File: src/svs_pkg.sv
package svs_pkg;

  // field widths
  localparam int NOW_W  = 31;
  localparam int CODE_W = 10;
  localparam int MV_W   = 16;
  localparam int PCT_W  = 7;
  localparam int INT_W  = 16;
  localparam int REFC_W = 24;
  localparam int AVG_W  = 23;

  // converter full scale, widest allowed value is 4095
  localparam int ADC_FULL_SCALE_DEF = 1023;
  localparam int FS_W               = 12;

  // shared serial divider and multiplier
  localparam int DIV_NUM_W = 32;
  localparam int DIV_DEN_W = 12;
  localparam int MUL_A_W   = 10;
  localparam int MUL_B_W   = 23;
  localparam int MUL_P_W   = MUL_A_W + MUL_B_W;

  localparam logic [PCT_W-1:0]     PCT_MAX = 7'd100;
  localparam logic [DIV_DEN_W-1:0] HUNDRED = 12'd100;
  localparam logic [MV_W-1:0]      MV_MAX  = 16'hFFFF;

  // register reset values
  localparam logic [PCT_W-1:0]  PCT_RST  = 7'd10;
  localparam logic [INT_W-1:0]  INT_RST  = 16'd50;
  localparam logic [REFC_W-1:0] REFC_RST = 24'd1125300;

  // apb port
  localparam int APB_ADDR_W = 4;
  localparam int APB_DATA_W = 32;

  typedef enum logic [1:0] {
    REG_PCT  = 2'd0,
    REG_INT  = 2'd1,
    REG_REFC = 2'd2
  } reg_idx_t;

  typedef struct packed {
    logic [PCT_W-1:0]  pct;
    logic [INT_W-1:0]  interval;
    logic [REFC_W-1:0] refc;
  } cfg_t;

  typedef struct packed {
    logic                 start;
    logic [DIV_NUM_W-1:0] num;
    logic [DIV_DEN_W-1:0] den;
  } div_req_t;

  typedef struct packed {
    logic                 done;
    logic [DIV_NUM_W-1:0] quot;
  } div_rsp_t;

  typedef enum logic [3:0] {
    ST_IDLE,
    ST_CHECK,
    ST_DIV_RD,
    ST_UPDATE,
    ST_DIV_AVG,
    ST_SUP,
    ST_DIV_SUP,
    ST_DIV_SEN,
    ST_DONE
  } state_t;

  // clamp a quotient to millivolt range
  function automatic logic [MV_W-1:0] sat_mv(input logic [DIV_NUM_W-1:0] v);
    logic [MV_W-1:0] r;
    r = (|v[DIV_NUM_W-1:MV_W]) ? MV_MAX : v[MV_W-1:0];
    return r;
  endfunction

endpackage

File: src/svs_in_if.sv
interface svs_in_if;
  logic                      valid;
  logic                      ready;
  logic                      kind;
  logic [svs_pkg::NOW_W-1:0]  now_ms;
  logic [svs_pkg::CODE_W-1:0] adc_code;

  modport source(output valid, kind, now_ms, adc_code, input ready);
  modport sink(input valid, kind, now_ms, adc_code, output ready);
endinterface

File: src/svs_out_if.sv
interface svs_out_if;
  logic                     valid;
  logic                     ready;
  logic [svs_pkg::MV_W-1:0] supply_mv;
  logic [svs_pkg::MV_W-1:0] sensor_mv;
  logic                     sample_taken;
  logic                     zero_code;

  modport source(output valid, supply_mv, sensor_mv, sample_taken, zero_code, input ready);
  modport sink(input valid, supply_mv, sensor_mv, sample_taken, zero_code, output ready);
endinterface

File: src/svs_cfg_regs.sv
module svs_cfg_regs (
  input  logic                           clk,
  input  logic                           rst_n,
  input  logic                           psel,
  input  logic                           penable,
  input  logic                           pwrite,
  input  logic [svs_pkg::APB_ADDR_W-1:0] paddr,
  input  logic [svs_pkg::APB_DATA_W-1:0] pwdata,
  output logic [svs_pkg::APB_DATA_W-1:0] prdata,
  output logic                           pready,
  output svs_pkg::cfg_t                  cfg
);

  svs_pkg::cfg_t     cfg_r, cfg_nxt;
  svs_pkg::reg_idx_t idx;
  logic              wr_en;

  assign idx    = svs_pkg::reg_idx_t'(paddr[svs_pkg::APB_ADDR_W-1:2]);
  assign wr_en  = psel && penable && pwrite;
  assign pready = 1'b1;
  assign cfg    = cfg_r;

  // register write decode
  always_comb begin
    cfg_nxt = cfg_r;
    if (wr_en) begin
      unique case (idx)
        svs_pkg::REG_PCT:  cfg_nxt.pct      = pwdata[svs_pkg::PCT_W-1:0];
        svs_pkg::REG_INT:  cfg_nxt.interval = pwdata[svs_pkg::INT_W-1:0];
        svs_pkg::REG_REFC: cfg_nxt.refc     = pwdata[svs_pkg::REFC_W-1:0];
        default: ;
      endcase
    end
  end

  always_ff @(posedge clk) begin
    if (!rst_n) begin
      cfg_r.pct      <= svs_pkg::PCT_RST;
      cfg_r.interval <= svs_pkg::INT_RST;
      cfg_r.refc     <= svs_pkg::REFC_RST;
    end else begin
      cfg_r <= cfg_nxt;
    end
  end

  // readback
  always_comb begin
    prdata = '0;
    unique case (idx)
      svs_pkg::REG_PCT:  prdata = svs_pkg::APB_DATA_W'(cfg_r.pct);
      svs_pkg::REG_INT:  prdata = svs_pkg::APB_DATA_W'(cfg_r.interval);
      svs_pkg::REG_REFC: prdata = svs_pkg::APB_DATA_W'(cfg_r.refc);
      default:           prdata = '0;
    endcase
  end

endmodule

File: src/svs_serial_div.sv
module svs_serial_div (
  input  logic              clk,
  input  logic              rst_n,
  input  svs_pkg::div_req_t req,
  output svs_pkg::div_rsp_t rsp
);

  localparam int NUM_W = svs_pkg::DIV_NUM_W;
  localparam int DEN_W = svs_pkg::DIV_DEN_W;
  localparam int CNT_W = $clog2(NUM_W + 1);

  logic [NUM_W-1:0] num_r, num_nxt;
  logic [DEN_W-1:0] den_r, den_nxt;
  logic [DEN_W-1:0] rem_r, rem_nxt;
  logic [CNT_W-1:0] cnt_r, cnt_nxt;
  logic             busy_r, busy_nxt;
  logic             done_r, done_nxt;
  logic [DEN_W:0]   rem_sh;
  logic [DEN_W:0]   rem_sub;
  logic             fits;

  // one quotient bit per cycle: shift next dividend bit into the remainder
  assign rem_sh  = {rem_r, num_r[NUM_W-1]};
  assign fits    = rem_sh >= {1'b0, den_r};
  assign rem_sub = rem_sh - {1'b0, den_r};

  always_comb begin
    num_nxt  = num_r;
    den_nxt  = den_r;
    rem_nxt  = rem_r;
    cnt_nxt  = cnt_r;
    busy_nxt = busy_r;
    done_nxt = 1'b0;
    if (req.start) begin
      num_nxt  = req.num;
      den_nxt  = req.den;
      rem_nxt  = '0;
      cnt_nxt  = CNT_W'(NUM_W);
      busy_nxt = 1'b1;
    end else if (busy_r) begin
      num_nxt = {num_r[NUM_W-2:0], fits};
      rem_nxt = fits ? rem_sub[DEN_W-1:0] : rem_sh[DEN_W-1:0];
      cnt_nxt = cnt_r - 1'b1;
      if (cnt_r == CNT_W'(1)) begin
        busy_nxt = 1'b0;
        done_nxt = 1'b1;
      end
    end
  end

  always_ff @(posedge clk) begin
    if (!rst_n) begin
      busy_r <= 1'b0;
      done_r <= 1'b0;
      cnt_r  <= '0;
    end else begin
      busy_r <= busy_nxt;
      done_r <= done_nxt;
      cnt_r  <= cnt_nxt;
    end
  end

  always_ff @(posedge clk) begin
    num_r <= num_nxt;
    den_r <= den_nxt;
    rem_r <= rem_nxt;
  end

  assign rsp.done = done_r;
  assign rsp.quot = num_r;

endmodule

File: src/svs_core.sv
module svs_core #(
  parameter int ADC_FULL_SCALE = svs_pkg::ADC_FULL_SCALE_DEF
) (
  input  logic          clk,
  input  logic          rst_n,
  input  svs_pkg::cfg_t cfg,
  svs_in_if.sink        in_ch,
  svs_out_if.source     out_ch
);

  svs_pkg::state_t state_r, state_nxt;
  svs_pkg::div_req_t div_req;
  svs_pkg::div_rsp_t div_rsp;

  logic                       kind_r, kind_nxt;
  logic [svs_pkg::NOW_W-1:0]  now_r, now_nxt;
  logic [svs_pkg::CODE_W-1:0] code_r, code_nxt;
  logic [svs_pkg::NOW_W-1:0]  last_r, last_nxt;
  logic [svs_pkg::AVG_W-1:0]  avg_r, avg_nxt;
  logic [svs_pkg::MV_W-1:0]   rd_r, rd_nxt;
  logic [svs_pkg::MV_W-1:0]   supply_r, supply_nxt;
  logic [svs_pkg::MV_W-1:0]   sensor_r, sensor_nxt;
  logic                       taken_r, taken_nxt;
  logic                       zero_r, zero_nxt;

  logic                       ov_r, ov_nxt;
  logic [svs_pkg::MV_W-1:0]   o_sup_r, o_sup_nxt;
  logic [svs_pkg::MV_W-1:0]   o_sen_r, o_sen_nxt;
  logic                       o_tak_r, o_tak_nxt;
  logic                       o_zer_r, o_zer_nxt;

  logic [svs_pkg::PCT_W-1:0]   p_eff;
  logic [svs_pkg::MUL_A_W-1:0] mul_a;
  logic [svs_pkg::MUL_B_W-1:0] mul_b;
  logic [svs_pkg::MUL_P_W-1:0] prod;
  logic [svs_pkg::MV_W-1:0]    q_mv;
  logic                        due;

  svs_serial_div u_div (
    .clk   (clk),
    .rst_n (rst_n),
    .req   (div_req),
    .rsp   (div_rsp)
  );

  assign p_eff = (cfg.pct > svs_pkg::PCT_MAX) ? svs_pkg::PCT_MAX : cfg.pct;
  assign q_mv  = svs_pkg::sat_mv(div_rsp.quot);
  assign due   = ({1'b0, last_r} + (svs_pkg::NOW_W + 1)'(cfg.interval)) < {1'b0, now_r};

  // shared multiplier operand select
  always_comb begin
    mul_a = '0;
    mul_b = '0;
    unique case (state_r)
      svs_pkg::ST_UPDATE: begin
        if (avg_r == '0) begin
          mul_a = svs_pkg::MUL_A_W'(svs_pkg::PCT_MAX);
          mul_b = svs_pkg::MUL_B_W'(rd_r);
        end else begin
          mul_a = svs_pkg::MUL_A_W'(svs_pkg::PCT_MAX - p_eff);
          mul_b = svs_pkg::MUL_B_W'(avg_r);
        end
      end
      svs_pkg::ST_DIV_AVG: begin
        mul_a = svs_pkg::MUL_A_W'(p_eff);
        mul_b = svs_pkg::MUL_B_W'(rd_r);
      end
      svs_pkg::ST_DIV_SUP: begin
        mul_a = svs_pkg::MUL_A_W'(code_r);
        mul_b = svs_pkg::MUL_B_W'(q_mv);
      end
      default: ;
    endcase
  end

  assign prod = svs_pkg::MUL_P_W'(mul_a) * svs_pkg::MUL_P_W'(mul_b);

  // sequencer
  always_comb begin
    state_nxt  = state_r;
    kind_nxt   = kind_r;
    now_nxt    = now_r;
    code_nxt   = code_r;
    last_nxt   = last_r;
    avg_nxt    = avg_r;
    rd_nxt     = rd_r;
    supply_nxt = supply_r;
    sensor_nxt = sensor_r;
    taken_nxt  = taken_r;
    zero_nxt   = zero_r;
    div_req    = '0;
    in_ch.ready = 1'b0;

    unique case (state_r)
      svs_pkg::ST_IDLE: begin
        in_ch.ready = 1'b1;
        if (in_ch.valid) begin
          kind_nxt   = in_ch.kind;
          now_nxt    = in_ch.now_ms;
          code_nxt   = in_ch.adc_code;
          sensor_nxt = '0;
          taken_nxt  = 1'b0;
          zero_nxt   = 1'b0;
          state_nxt  = in_ch.kind ? svs_pkg::ST_SUP : svs_pkg::ST_CHECK;
        end
      end
      svs_pkg::ST_CHECK: begin
        if (!due) begin
          state_nxt = svs_pkg::ST_SUP;
        end else begin
          taken_nxt = 1'b1;
          last_nxt  = now_r;
          if (code_r == '0) begin
            rd_nxt    = svs_pkg::MV_MAX;
            zero_nxt  = 1'b1;
            state_nxt = svs_pkg::ST_UPDATE;
          end else begin
            div_req.start = 1'b1;
            div_req.num   = svs_pkg::DIV_NUM_W'(cfg.refc);
            div_req.den   = svs_pkg::DIV_DEN_W'(code_r);
            state_nxt     = svs_pkg::ST_DIV_RD;
          end
        end
      end
      svs_pkg::ST_DIV_RD: begin
        if (div_rsp.done) begin
          rd_nxt    = q_mv;
          state_nxt = svs_pkg::ST_UPDATE;
        end
      end
      svs_pkg::ST_UPDATE: begin
        if (avg_r == '0) begin
          // seed the average with the reading while the average is zero
          avg_nxt   = prod[svs_pkg::AVG_W-1:0];
          state_nxt = svs_pkg::ST_SUP;
        end else begin
          div_req.start = 1'b1;
          div_req.num   = prod[svs_pkg::DIV_NUM_W-1:0];
          div_req.den   = svs_pkg::HUNDRED;
          state_nxt     = svs_pkg::ST_DIV_AVG;
        end
      end
      svs_pkg::ST_DIV_AVG: begin
        if (div_rsp.done) begin
          avg_nxt   = svs_pkg::AVG_W'(prod + svs_pkg::MUL_P_W'(div_rsp.quot));
          state_nxt = svs_pkg::ST_SUP;
        end
      end
      svs_pkg::ST_SUP: begin
        div_req.start = 1'b1;
        div_req.num   = svs_pkg::DIV_NUM_W'(avg_r);
        div_req.den   = svs_pkg::HUNDRED;
        state_nxt     = svs_pkg::ST_DIV_SUP;
      end
      svs_pkg::ST_DIV_SUP: begin
        if (div_rsp.done) begin
          supply_nxt = q_mv;
          if (kind_r) begin
            div_req.start = 1'b1;
            div_req.num   = prod[svs_pkg::DIV_NUM_W-1:0];
            div_req.den   = svs_pkg::DIV_DEN_W'(ADC_FULL_SCALE);
            state_nxt     = svs_pkg::ST_DIV_SEN;
          end else begin
            state_nxt = svs_pkg::ST_DONE;
          end
        end
      end
      svs_pkg::ST_DIV_SEN: begin
        if (div_rsp.done) begin
          sensor_nxt = q_mv;
          state_nxt  = svs_pkg::ST_DONE;
        end
      end
      svs_pkg::ST_DONE: begin
        if (!ov_r || out_ch.ready) begin
          state_nxt = svs_pkg::ST_IDLE;
        end
      end
      default: state_nxt = svs_pkg::ST_IDLE;
    endcase
  end

  // output register, loaded when the finished beat can move in
  always_comb begin
    ov_nxt    = ov_r;
    o_sup_nxt = o_sup_r;
    o_sen_nxt = o_sen_r;
    o_tak_nxt = o_tak_r;
    o_zer_nxt = o_zer_r;
    if (ov_r && out_ch.ready) begin
      ov_nxt = 1'b0;
    end
    if (state_r == svs_pkg::ST_DONE && (!ov_r || out_ch.ready)) begin
      ov_nxt    = 1'b1;
      o_sup_nxt = supply_r;
      o_sen_nxt = sensor_r;
      o_tak_nxt = taken_r;
      o_zer_nxt = zero_r;
    end
  end

  always_ff @(posedge clk) begin
    if (!rst_n) begin
      state_r <= svs_pkg::ST_IDLE;
      last_r  <= '0;
      avg_r   <= '0;
      ov_r    <= 1'b0;
    end else begin
      state_r <= state_nxt;
      last_r  <= last_nxt;
      avg_r   <= avg_nxt;
      ov_r    <= ov_nxt;
    end
  end

  always_ff @(posedge clk) begin
    kind_r   <= kind_nxt;
    now_r    <= now_nxt;
    code_r   <= code_nxt;
    rd_r     <= rd_nxt;
    supply_r <= supply_nxt;
    sensor_r <= sensor_nxt;
    taken_r  <= taken_nxt;
    zero_r   <= zero_nxt;
    o_sup_r  <= o_sup_nxt;
    o_sen_r  <= o_sen_nxt;
    o_tak_r  <= o_tak_nxt;
    o_zer_r  <= o_zer_nxt;
  end

  assign out_ch.valid        = ov_r;
  assign out_ch.supply_mv    = o_sup_r;
  assign out_ch.sensor_mv    = o_sen_r;
  assign out_ch.sample_taken = o_tak_r;
  assign out_ch.zero_code    = o_zer_r;

endmodule

File: src/supply_voltage_smoother_unit.sv
// Supply voltage smoother.
// Input channel in_ch carries one conversion per beat: kind (0 = internal
// reference, 1 = sensor), a millisecond timestamp and a 10-bit code. Every
// input beat yields exactly one beat on out_ch: smoothed supply in mV, the
// scaled sensor voltage (zero for reference beats), and flags for a used
// reference sample and a zero reference code.
// Registers on the APB port: 0x0 smoothing percent, 0x4 minimum interval in
// ms, 0x8 reference constant. Write them only while the block is idle.
// All divisions go through one bit-serial divider, one quotient bit per cycle;
// each division holds the sequencer until the divider is done. A sensor beat
// takes two divisions, a skipped reference beat one and a used reference beat
// up to three. The next item can be taken in the same cycle that the result
// turns valid; one item is in flight. in_ch.ready is high only between items.
// The result sits in an output register, so the next item is taken while that
// result waits; if out_ch is stalled the block finishes the next item and
// then holds it until the register frees up.
// Synchronous reset clears the average, the last update time and all
// control state; registers return to 10 percent, 50 ms and 1125300.
module supply_voltage_smoother_unit #(
  parameter int ADC_FULL_SCALE = svs_pkg::ADC_FULL_SCALE_DEF
) (
  input  logic                           clk,
  input  logic                           rst_n,
  svs_in_if.sink                         in_ch,
  svs_out_if.source                      out_ch,
  input  logic                           cfg_psel,
  input  logic                           cfg_penable,
  input  logic                           cfg_pwrite,
  input  logic [svs_pkg::APB_ADDR_W-1:0] cfg_paddr,
  input  logic [svs_pkg::APB_DATA_W-1:0] cfg_pwdata,
  output logic [svs_pkg::APB_DATA_W-1:0] cfg_prdata,
  output logic                           cfg_pready
);

  svs_pkg::cfg_t cfg;

  // configuration registers
  svs_cfg_regs u_cfg (
    .clk     (clk),
    .rst_n   (rst_n),
    .psel    (cfg_psel),
    .penable (cfg_penable),
    .pwrite  (cfg_pwrite),
    .paddr   (cfg_paddr),
    .pwdata  (cfg_pwdata),
    .prdata  (cfg_prdata),
    .pready  (cfg_pready),
    .cfg     (cfg)
  );

  // datapath and sequencer
  svs_core #(
    .ADC_FULL_SCALE (ADC_FULL_SCALE)
  ) u_core (
    .clk    (clk),
    .rst_n  (rst_n),
    .cfg    (cfg),
    .in_ch  (in_ch),
    .out_ch (out_ch)
  );

endmodule

File: src/flat_wrapper.sv
// flat-port wrapper written by rule: the top's interface ports become plain ports
module supply_voltage_smoother_unit_flat 
#(
  parameter int ADC_FULL_SCALE = svs_pkg::ADC_FULL_SCALE_DEF
)
  (clk, rst_n, cfg_psel, cfg_penable, cfg_pwrite, cfg_paddr, cfg_pwdata, cfg_prdata, cfg_pready, in_ch_valid, in_ch_kind, in_ch_now_ms, in_ch_adc_code, in_ch_ready, out_ch_valid, out_ch_supply_mv, out_ch_sensor_mv, out_ch_sample_taken, out_ch_zero_code, out_ch_ready);
  svs_in_if in_ch_i ();
  svs_out_if out_ch_i ();
  input  logic clk;
  input  logic rst_n;
  input  logic cfg_psel;
  input  logic cfg_penable;
  input  logic cfg_pwrite;
  input  logic [svs_pkg::APB_ADDR_W-1:0] cfg_paddr;
  input  logic [svs_pkg::APB_DATA_W-1:0] cfg_pwdata;
  output logic [svs_pkg::APB_DATA_W-1:0] cfg_prdata;
  output logic cfg_pready;
  input wire logic [$bits(in_ch_i.valid)-1:0] in_ch_valid;
  input wire logic [$bits(in_ch_i.kind)-1:0] in_ch_kind;
  input wire logic [$bits(in_ch_i.now_ms)-1:0] in_ch_now_ms;
  input wire logic [$bits(in_ch_i.adc_code)-1:0] in_ch_adc_code;
  output wire logic [$bits(in_ch_i.ready)-1:0] in_ch_ready;
  output wire logic [$bits(out_ch_i.valid)-1:0] out_ch_valid;
  output wire logic [$bits(out_ch_i.supply_mv)-1:0] out_ch_supply_mv;
  output wire logic [$bits(out_ch_i.sensor_mv)-1:0] out_ch_sensor_mv;
  output wire logic [$bits(out_ch_i.sample_taken)-1:0] out_ch_sample_taken;
  output wire logic [$bits(out_ch_i.zero_code)-1:0] out_ch_zero_code;
  input wire logic [$bits(out_ch_i.ready)-1:0] out_ch_ready;
  assign in_ch_i.valid = in_ch_valid;
  assign in_ch_i.kind = in_ch_kind;
  assign in_ch_i.now_ms = in_ch_now_ms;
  assign in_ch_i.adc_code = in_ch_adc_code;
  assign in_ch_ready = in_ch_i.ready;
  assign out_ch_valid = out_ch_i.valid;
  assign out_ch_supply_mv = out_ch_i.supply_mv;
  assign out_ch_sensor_mv = out_ch_i.sensor_mv;
  assign out_ch_sample_taken = out_ch_i.sample_taken;
  assign out_ch_zero_code = out_ch_i.zero_code;
  assign out_ch_i.ready = out_ch_ready;
  supply_voltage_smoother_unit #(.ADC_FULL_SCALE(ADC_FULL_SCALE)) u_core (.clk(clk), .rst_n(rst_n), .in_ch(in_ch_i), .out_ch(out_ch_i), .cfg_psel(cfg_psel), .cfg_penable(cfg_penable), .cfg_pwrite(cfg_pwrite), .cfg_paddr(cfg_paddr), .cfg_pwdata(cfg_pwdata), .cfg_prdata(cfg_prdata), .cfg_pready(cfg_pready));
endmodule
File: config.mk
export PLATFORM = sky130hd
export DESIGN_NAME = supply_voltage_smoother_unit_flat
export DESIGN_NICKNAME = d
export VERILOG_FILES = /design/src/svs_pkg.sv /design/src/svs_in_if.sv /design/src/svs_out_if.sv /design/src/svs_cfg_regs.sv /design/src/svs_serial_div.sv /design/src/svs_core.sv /design/src/supply_voltage_smoother_unit.sv /design/src/flat_wrapper.sv
export SDC_FILE = /design/constraint.sdc
export NUM_CORES = 1
export LEC_CHECK = 0
export ABC_AREA = 1
export BUFFER_PORTS_ARGS = -buffer_cell sky130_fd_sc_hd__buf_2
export CAP_MARGIN = 10
export CORE_MARGIN = 10
export CORE_UTILIZATION = 60
export CTS_CLUSTER_DIAMETER = 30
export DETAILED_ROUTE_END_ITERATION = 12
export PLACE_DENSITY = 0.8
export SETUP_SLACK_MARGIN = 0.3
export SKIP_CTS_REPAIR_TIMING = 1
export SLEW_MARGIN = 20
export SYNTH_ARGS = -nofsm -noshare
export SYNTH_HDL_FRONTEND = slang
export SYNTH_HIERARCHICAL = 1
export SYNTH_SLANG_ARGS = --single-unit
File: constraint.sdc
create_clock -name clk -period 21.7 [get_ports clk]
set_input_delay 2.17 -clock clk [delete_from_list [all_inputs] [get_ports clk]]
set_output_delay 2.17 -clock clk [all_outputs]
set_load 0.03 [all_outputs]
Yosys cells after proc, flatten, opt, wreduce, memory -nomap -nowiden
Index checks and enable logic that the tools add are counted.
{"block": "word_totals", "wordCells": 140, "regBits": 296, "out_inout_bits": 69}
{"block": "op_classes", "muxes": 52, "bitwise_logic": 2, "eq_ne": 20, "n_mul": 1, "magnitude_cmp": 3, "n_reduce_logical": 31, "addsub": 5}
{"operator": "2-to-1 mux 45 bit", "count": 5}
{"operator": "case mux 45 bit (4 select lines)", "count": 1}
{"operator": "2-to-1 mux 16 bit", "count": 5}
{"operator": "case mux 24 bit (3 select lines)", "count": 1}
{"operator": "2-to-1 mux 23 bit", "count": 3}
{"operator": "case mux 23 bit (3 select lines)", "count": 1}
{"operator": "2-to-1 mux 32 bit", "count": 2}
{"operator": "case mux 16 bit (2 select lines)", "count": 2}
{"operator": "case mux 23 bit (2 select lines)", "count": 1}
{"operator": "case mux 4 bit (9 select lines)", "count": 1}
{"operator": "adder 31 x 16 -> 32 bit", "count": 1}
{"operator": "< comparator 32 x 31 -> 1 bit", "count": 1}
{"operator": "multiplier 10 x 23 -> 32 bit", "count": 1}
{"operator": "case mux 10 bit (3 select lines)", "count": 1}
{"operator": "2-to-1 mux 4 bit", "count": 7}
{"operator": "adder 23 bit", "count": 1}
{"operator": "zero test 23 bit", "count": 1}
{"operator": "equality test 4 x 3 -> 1 bit (second input constant)", "count": 4}
{"operator": "OR reduction 16 bit", "count": 1}
{"operator": ">= comparator 13 x 12 -> 1 bit", "count": 1}
{"operator": "2-to-1 mux 1 bit", "count": 13}
{"operator": "2-to-1 mux 12 bit", "count": 1}
{"operator": "2-to-1 mux 6 bit", "count": 2}
{"operator": "AND reduction 2 bit", "count": 6}
{"operator": "other kinds (29)", "count": 51}

Logic depth before layout (Yosys ltp)
{"block": "logic_depth", "ltp_word": 10, "mapped_depth": 48}

Hierarchy
Netlist, hierarchy kept.
{"mod": "svs_core", "area_per_inst_um2": 18416.4, "n_inst": 1, "cells_per_inst": 2366}
{"mod": "svs_serial_div", "area_per_inst_um2": 3459.6, "n_inst": 1, "cells_per_inst": 433}
{"mod": "svs_cfg_regs", "area_per_inst_um2": 2277.2, "n_inst": 1, "cells_per_inst": 360}

Least setup slack after synthesis
No wires, ideal clock.
{"block": "synth_timing", "path_kind": "register to register", "from": "register u_core.u_cfg.cfg_r, in the netlist u_core/u_cfg/cfg[40]", "to": "register u_core/u_core/avg_r[15] (netlist bit)", "required_ns": 21.591, "path_stages_with_launch": 45, "setup_slack_ns": 14.342, "arrival_time_ns": 7.249, "period_less_slack_ns": 7.358, "n_path_buf": 0, "path_cell_list": "dfxtp_1 -> nor2_1 -> nor2_2 -> nor2_2 -> nor2_4 -> inv_1 -> nand2_1 -> ha_1 -> or2_1 -> nand3b_1 -> nand2_1 -> nand2_1 -> nand2_1 -> nand2_1 -> nand2_2 -> inv_4 -> nor2_1 -> fa_1 -> (+9 left out) -> a21oi_1 -> o21ai_0 -> a21oi_1 -> o21ai_0 -> or2_2 -> and2_1 -> ha_1 -> nand2_1 -> nor2_1 -> nand4_1 -> o21ai_0 -> nand2_1 -> nand2_1 -> nand2_1 -> nand3_1 -> nand3_1 -> nand2_1 -> inv_1"}
{"block": "synth_between", "elab_chain_len": 9}
{"item": "start: declaration", "line_no": "svs_cfg_regs.sv:14", "text": "svs_pkg::cfg_t cfg_r, cfg_nxt;"}
{"item": "start signal: assignment", "line_no": "svs_cfg_regs.sv:42", "text": "cfg_r <= cfg_nxt;"}
{"item": "greater-than comparator 7 bit", "line_no": "svs_core.sv:46", "text": "assign p_eff = (cfg.pct > svs_pkg::PCT_MAX) ? svs_pkg::PCT_MAX : cfg.pct;"}
{"item": "2-to-1 mux 7 bit (*)", "line_no": "svs_core.sv:46"}
{"item": "subtractor 7 x 7 -> 8 bit", "line_no": "svs_core.sv:60", "text": "mul_a = svs_pkg::MUL_A_W'(svs_pkg::PCT_MAX - p_eff);"}
{"item": "2-to-1 mux 10 bit", "line_no": "svs_core.sv:56", "text": "if (avg_r == '0) begin"}
{"item": "case mux 10 bit (3 select lines) (*)", "line_no": "svs_core.sv:54", "text": "unique case (state_r)"}
{"item": "multiplier 10 x 23 -> 32 bit (*)", "line_no": "svs_core.sv:76", "text": "assign prod = svs_pkg::MUL_P_W'(mul_a) * svs_pkg::MUL_P_W'(mul_b);"}
{"item": "adder 23 bit", "line_no": "svs_core.sv:145", "text": "avg_nxt = svs_pkg::AVG_W'(prod + svs_pkg::MUL_P_W'(div_rsp.quot));"}
{"item": "2-to-1 mux 23 bit", "line_no": "svs_core.sv:144", "text": "if (div_rsp.done) begin"}
{"item": "case mux 23 bit (2 select lines) (*)", "line_no": "svs_core.sv:94", "text": "unique case (state_r)"}
{"item": "end signal: assignment", "line_no": "svs_core.sv:211", "text": "avg_r <= avg_nxt;"}
{"item": "end: declaration", "line_no": "svs_core.sv:19", "text": "logic [svs_pkg::AVG_W-1:0] avg_r, avg_nxt;"}
Every way passes the cells marked *; elsewhere a longest branch is shown, timed or not. The select of a mux whose other input is x is not followed.
A chain may end at the register's enable or synchronous reset.

Worst setup path after layout
{"block": "layout_timing", "from": "register u_core.u_core.state_r[2]", "to": "register u_core/u_core/avg_r[15] (netlist bit)"}
{"block": "layout_between", "elab_chain_len": 6}
{"item": "start: declaration", "line_no": "svs_core.sv:11", "text": "svs_pkg::state_t state_r, state_nxt;"}
{"item": "start signal: assignment", "line_no": "svs_core.sv:204", "text": "state_r <= svs_pkg::ST_IDLE;"}
{"item": "start signal: assignment", "line_no": "svs_core.sv:209", "text": "state_r <= state_nxt;"}
{"item": "equality test 4 x 3 -> 1 bit, or another cell as far along", "line_no": "svs_core.sv:54"}
{"item": "case mux 10 bit (3 select lines) / case mux 23 bit (3 select lines) (equally long branches)", "line_no": "svs_core.sv:54"}
{"item": "multiplier 10 x 23 -> 32 bit", "line_no": "svs_core.sv:76"}
{"item": "adder 23 bit", "line_no": "svs_core.sv:145"}
{"item": "2-to-1 mux 23 bit", "line_no": "svs_core.sv:144"}
{"item": "case mux 23 bit (2 select lines)", "line_no": "svs_core.sv:94"}
Several ways; a longest one is shown, not always the timed one. The select of a mux whose other input is x is not followed.

==> metrics.txt <==
# TYPE chip_impl_metric gauge
chip_impl_metric{name="gr-usage-met2",unit=""} 0.500
chip_impl_metric{name="vias_per_cell",unit=""} 5.68
chip_impl_metric{name="finalHoldWorstSlack",unit="ns"} 0.414
chip_impl_metric{name="yosys.area.top_type_share",unit=""} 0.211
chip_impl_metric{name="synthDistinctLibCells",unit=""} 58
chip_impl_metric{name="fin_tns_setup",unit="ns"} 0
chip_impl_metric{name="crit_arrival",unit="ns"} 10.38
chip_impl_metric{name="timing.clock.skew",unit="ns"} 0.0277
chip_impl_metric{name="cts_buffers",unit=""} 70
chip_impl_metric{name="num-nets-final",unit=""} 3722
chip_impl_metric{name="clkSinkCount",unit=""} 296
chip_impl_info{name="yosys-top-cells-area",value="sky130_fd_sc_hd__edfxtp_1 21%, sky130_fd_sc_hd__fa_1 14%, sky130_fd_sc_hd__nand2_1 13%"} 1
chip_impl_info{name="most_common_library_cell_in_the_layout_ignoring_fill_and_taps",value="sky130_fd_sc_hd__nand2_1"} 1
chip_impl_metric{name="buffer_ports.inserted",unit=""} 134
chip_impl_metric{name="post-place-ws",unit="ns"} 12.37
chip_impl_metric{name="final_critical_path_setup_slack",unit="ns"} 11.81
chip_impl_metric{name="antenna_cells_inserted",unit=""} 0
chip_impl_metric{name="drive_gt1_frac",unit=""} 0.110
chip_impl_metric{name="period_share",unit=""} 0.456
chip_impl_info{name="cts_root_buffer",value="sky130_fd_sc_hd__clkbuf_16"} 1
chip_impl_metric{name="global_route.overflow_total",unit=""} 0
chip_impl_metric{name="finalWeightedCongestion",unit=""} 1.01
chip_impl_info{name="setup_repair_after_global_routing_missed_its_margin",value="false"} 1
chip_impl_info{name="grt.busiest_layer",value="met2"} 1
chip_impl_metric{name="flow.area_growth_from_synthesis",unit="%"} 14.8
chip_impl_metric{name="ir_drop",unit="mV"} 0.0815
chip_impl_metric{name="worstPathMaxFanout",unit=""} 32
chip_impl_metric{name="synth.avg_cell_area",unit="sq um"} 7.65
chip_impl_metric{name="cpPeakStageDelay",unit="ns"} 0.92
chip_impl_metric{name="grt_antenna_before_repair",unit=""} 1
chip_impl_metric{name="worst_setup_hold_path_clk_slew",unit="ns"} 0.05
chip_impl_metric{name="area_inside_the_core_boundary",unit="sq mm"} 0.0397
chip_impl_metric{name="synth-warning-count",unit=""} 6
chip_impl_metric{name="detail_route.iter0.violations",unit=""} 2443
chip_impl_info{name="crit_path_frequent_cell",value="sky130_fd_sc_hd__nand2_1"} 1
chip_impl_info{name="tritoncts_clock_tree",value="done"} 1
chip_impl_metric{name="min_period",unit="ns"} 9.89
chip_impl_metric{name="die_width",unit="um"} 221
chip_impl_metric{name="grt_pass1_wl",unit="mm"} 116
chip_impl_metric{name="detailedRoute.firstPassIterationCount",unit=""} 8
chip_impl_metric{name="max_freq",unit="MHz"} 101
chip_impl_metric{name="drv.max_cap_violation_count",unit=""} 0
chip_impl_metric{name="endpoints_failing_hold",unit=""} 0
chip_impl_metric{name="power.density",unit="mW/mm^2"} 108
chip_impl_metric{name="final-max-slew-violation-count",unit=""} 0
chip_impl_metric{name="grt.total_usage",unit=""} 0.301
chip_impl_metric{name="deepest_level_of_the_cts_h_tree",unit=""} 3
chip_impl_info{name="outcome",value="finished, final reports clean"} 1
chip_impl_metric{name="postRouteAntennaNets",unit=""} 0
chip_impl_metric{name="synth.cell_area",unit="sq mm"} 0.0242
chip_impl_metric{name="route.detailed.wl_per_inst",unit="um"} 18.5
chip_impl_metric{name="post_synthesis_sequential_area_ratio",unit=""} 0.316
chip_impl_metric{name="maxSlewHeadroom",unit=""} 0.281
chip_impl_metric{name="asyncSetResetFlopFracSynth",unit=""} 0
chip_impl_metric{name="bufs_on_longest_clock_path",unit=""} 3
chip_impl_info{name="postSynth.topFlopCell",value="sky130_fd_sc_hd__edfxtp_1"} 1
chip_impl_metric{name="num_rows",unit=""} 73
chip_impl_metric{name="global_route.usage.met3",unit=""} 0.0620
chip_impl_metric{name="transition_time_at_the_pin_with_the_least_slew_margin",unit="ns"} 1.07
chip_impl_metric{name="power_leakage",unit="nW"} 13.9
chip_impl_info{name="timing.hold.worst.class",value="flip-flop to flip-flop"} 1
chip_impl_metric{name="grt_max_degree",unit=""} 49
chip_impl_metric{name="worst_ep_required_time",unit="ns"} 22.19
chip_impl_metric{name="vias_in_the_first_global_route",unit=""} 22100
chip_impl_metric{name="postSynthRegisterBits",unit=""} 296
chip_impl_metric{name="synth-edff-count",unit=""} 170
chip_impl_info{name="worst_path_max_delay_cell",value="sky130_fd_sc_hd__clkinv_1"} 1
chip_impl_metric{name="detail_route.wirelength",unit="mm"} 72.1
chip_impl_metric{name="detailedPlacementHpwl",unit="mm"} 54.3
chip_impl_info{name="timing.critical_path.from_type",value="flip-flop"} 1
chip_impl_info{name="worst-setup-path-type",value="flip-flop to flip-flop"} 1
chip_impl_info{name="synthDominantAreaCellType",value="sky130_fd_sc_hd__edfxtp_1"} 1
chip_impl_metric{name="floorplan.initialDensity",unit=""} 0.608
chip_impl_metric{name="die_area",unit="sq mm"} 0.0487
chip_impl_metric{name="dieHeight",unit="um"} 221
chip_impl_metric{name="design.portCount",unit=""} 154
chip_impl_metric{name="via_count",unit=""} 22200
chip_impl_metric{name="drc_errors",unit=""} 0
chip_impl_metric{name="report.final.setup_viol",unit=""} 0
chip_impl_metric{name="clock_latency",unit="ns"} 0.60
chip_impl_metric{name="syn_inst",unit=""} 3159
chip_impl_info{name="final_cell_mix",value="860 x sky130_fd_sc_hd__nand2_1, 536 x sky130_fd_sc_hd__inv_1, 314 x sky130_fd_sc_hd__nor2_1"} 1
chip_impl_metric{name="global_route.usage.met1",unit=""} 0.379
chip_impl_info{name="critical_path.endpoint_type",value="flip-flop"} 1
[synthesized netlist by cell type (2+ instances only)]
library cell and count:
sky130_fd_sc_hd__nand2_1 860, sky130_fd_sc_hd__a21oi_1 161, sky130_fd_sc_hd__o22ai_1 4, sky130_fd_sc_hd__and2_1 4
sky130_fd_sc_hd__nor2_2 21, sky130_fd_sc_hd__nand3b_1 12, sky130_fd_sc_hd__a21o_1 8, sky130_fd_sc_hd__or2_2 4
sky130_fd_sc_hd__nor4_1 5, sky130_fd_sc_hd__nand4_1 42, sky130_fd_sc_hd__clkbuf_1 25, sky130_fd_sc_hd__o21bai_1 2
sky130_fd_sc_hd__o21ai_1 13, sky130_fd_sc_hd__edfxtp_1 170, sky130_fd_sc_hd__buf_4 15, sky130_fd_sc_hd__buf_6 8
sky130_fd_sc_hd__o211ai_1 3, sky130_fd_sc_hd__nor2_4 8, sky130_fd_sc_hd__conb_1 4, sky130_fd_sc_hd__a31oi_1 8
sky130_fd_sc_hd__o21a_1 2, sky130_fd_sc_hd__nand3_1 191, sky130_fd_sc_hd__o21ai_0 77, sky130_fd_sc_hd__nor2_1 318
sky130_fd_sc_hd__a211oi_1 3, sky130_fd_sc_hd__buf_1 4, sky130_fd_sc_hd__a211oi_2 2, sky130_fd_sc_hd__nand3_2 10
sky130_fd_sc_hd__inv_2 21, sky130_fd_sc_hd__nor3b_1 3, sky130_fd_sc_hd__ha_1 149, sky130_fd_sc_hd__xnor2_1 18
sky130_fd_sc_hd__nor3_1 21, sky130_fd_sc_hd__buf_2 37, sky130_fd_sc_hd__a22oi_1 13, sky130_fd_sc_hd__dfxtp_1 126
sky130_fd_sc_hd__clkinv_1 6, sky130_fd_sc_hd__fa_1 168, sky130_fd_sc_hd__inv_1 537, sky130_fd_sc_hd__nor3_2 7
sky130_fd_sc_hd__a21boi_0 3, sky130_fd_sc_hd__xor2_1 39, sky130_fd_sc_hd__nand2_2 12
[metal layers]
metal	wire length [um]	part of all wire
met5	13	0.00018
met4	2830	0.039
met3	6040	0.084
met2	34600	0.48
met1	28600	0.40
[critical path, delay by kind of cell (launching register included)]
family	cells	cell delay, ns
and+or+nand+nor	16	2.97
buffers and inverters	8	1.58
adders and majority gates	7	3.33
AOI/OAI and AO/OA	6	1.46
DFF	1	0.39
[sequential cells by signal, summed over array words and instances (netlist names), 6 cells and up]
name and flops:
u_core/u_core/last_r 31, u_core/u_core/now_r 31, u_core/u_core/sensor_r 16, u_core/u_core/out_ch.sensor_mv 16, u_core/u_core/code_r 10, u_core/u_core/avg_r 23, u_core/u_core/out_ch.supply_mv 16, u_core/u_core/rd_r 16
u_core/u_cfg/cfg 47, u_core/u_core/u_div/cnt_r 6, u_core/u_core/u_div/den_r 12, u_core/u_core/u_div/rem_r 12, u_core/u_core/u_div/num_r 32, u_core/u_core/supply_r 16
[through the flow]
step | power (W) | area, sq um | instances | util
2_1_floorplan | 0.00157 | 24300 | 3186 | -
3_3_place_gp | 0.00181 | 25200 | 3773 | 0.635
3_5_place_dp | 0.00185 | 25200 | 3773 | 0.635
4_1_cts | 0.00297 | 27700 | 3902 | 0.698
5_1_grt | 0.00315 | 27700 | 3902 | 0.698
6_report | 0.00300 | 27700 | 3902 | 0.698
[power breakdown]
part / switching [W] / internal (W) / leakage (nW) / total (W)
logic: 0.000735 / 0.000288 / 9.94 / 0.00102
clock network: 0.000356 / 0.000747 / 1.21 / 0.00110
registers: 0.000101 / 0.000774 / 2.71 / 0.000875
total: 0.00119 / 0.00181 / 13.9 / 0.00300
[cell type report]
type                            instances  area [sq um]
Multi-Input combinational cell       2235         14000
Fill cell                            3158         12000
Sequential cell                       296          7630
Inverter                              565          2120
Clock buffer                           80          1870
Timing Repair Buffer                  152           806
Tap cell                              525           657
Clock inverter                         49           627
[cells by family after synthesis]
kind of cell,Yosys count,share of synthesized area
and+or+nand+nor,1523,0.267
adders and majority gates,317,0.216
xor gates and xnor gates,57,0.0207
DFF,296,0.316
AOI/OAI and AO/OA,307,0.0699
buffers and inverters,655,0.109
other,4,0.000621
[final timing paths]
kind | cells past startpoint | slack, ns | to | startpoint
worst min-delay path | 0 | 0.41 | u_core/u_core/out_ch.supply_mv[5] | u_core/u_core/supply_r[5]
worst max-delay path | 37 | 11.81 | u_core/u_core/avg_r[15] | u_core/u_core/state_r[2]
worst min register to register | 0 | 0.41 | u_core/u_core/out_ch.supply_mv[5] | u_core/u_core/supply_r[5]
worst max register to register | 37 | 11.81 | u_core/u_core/avg_r[15] | u_core/u_core/state_r[2]
Power figures use the tool's default switching activity.
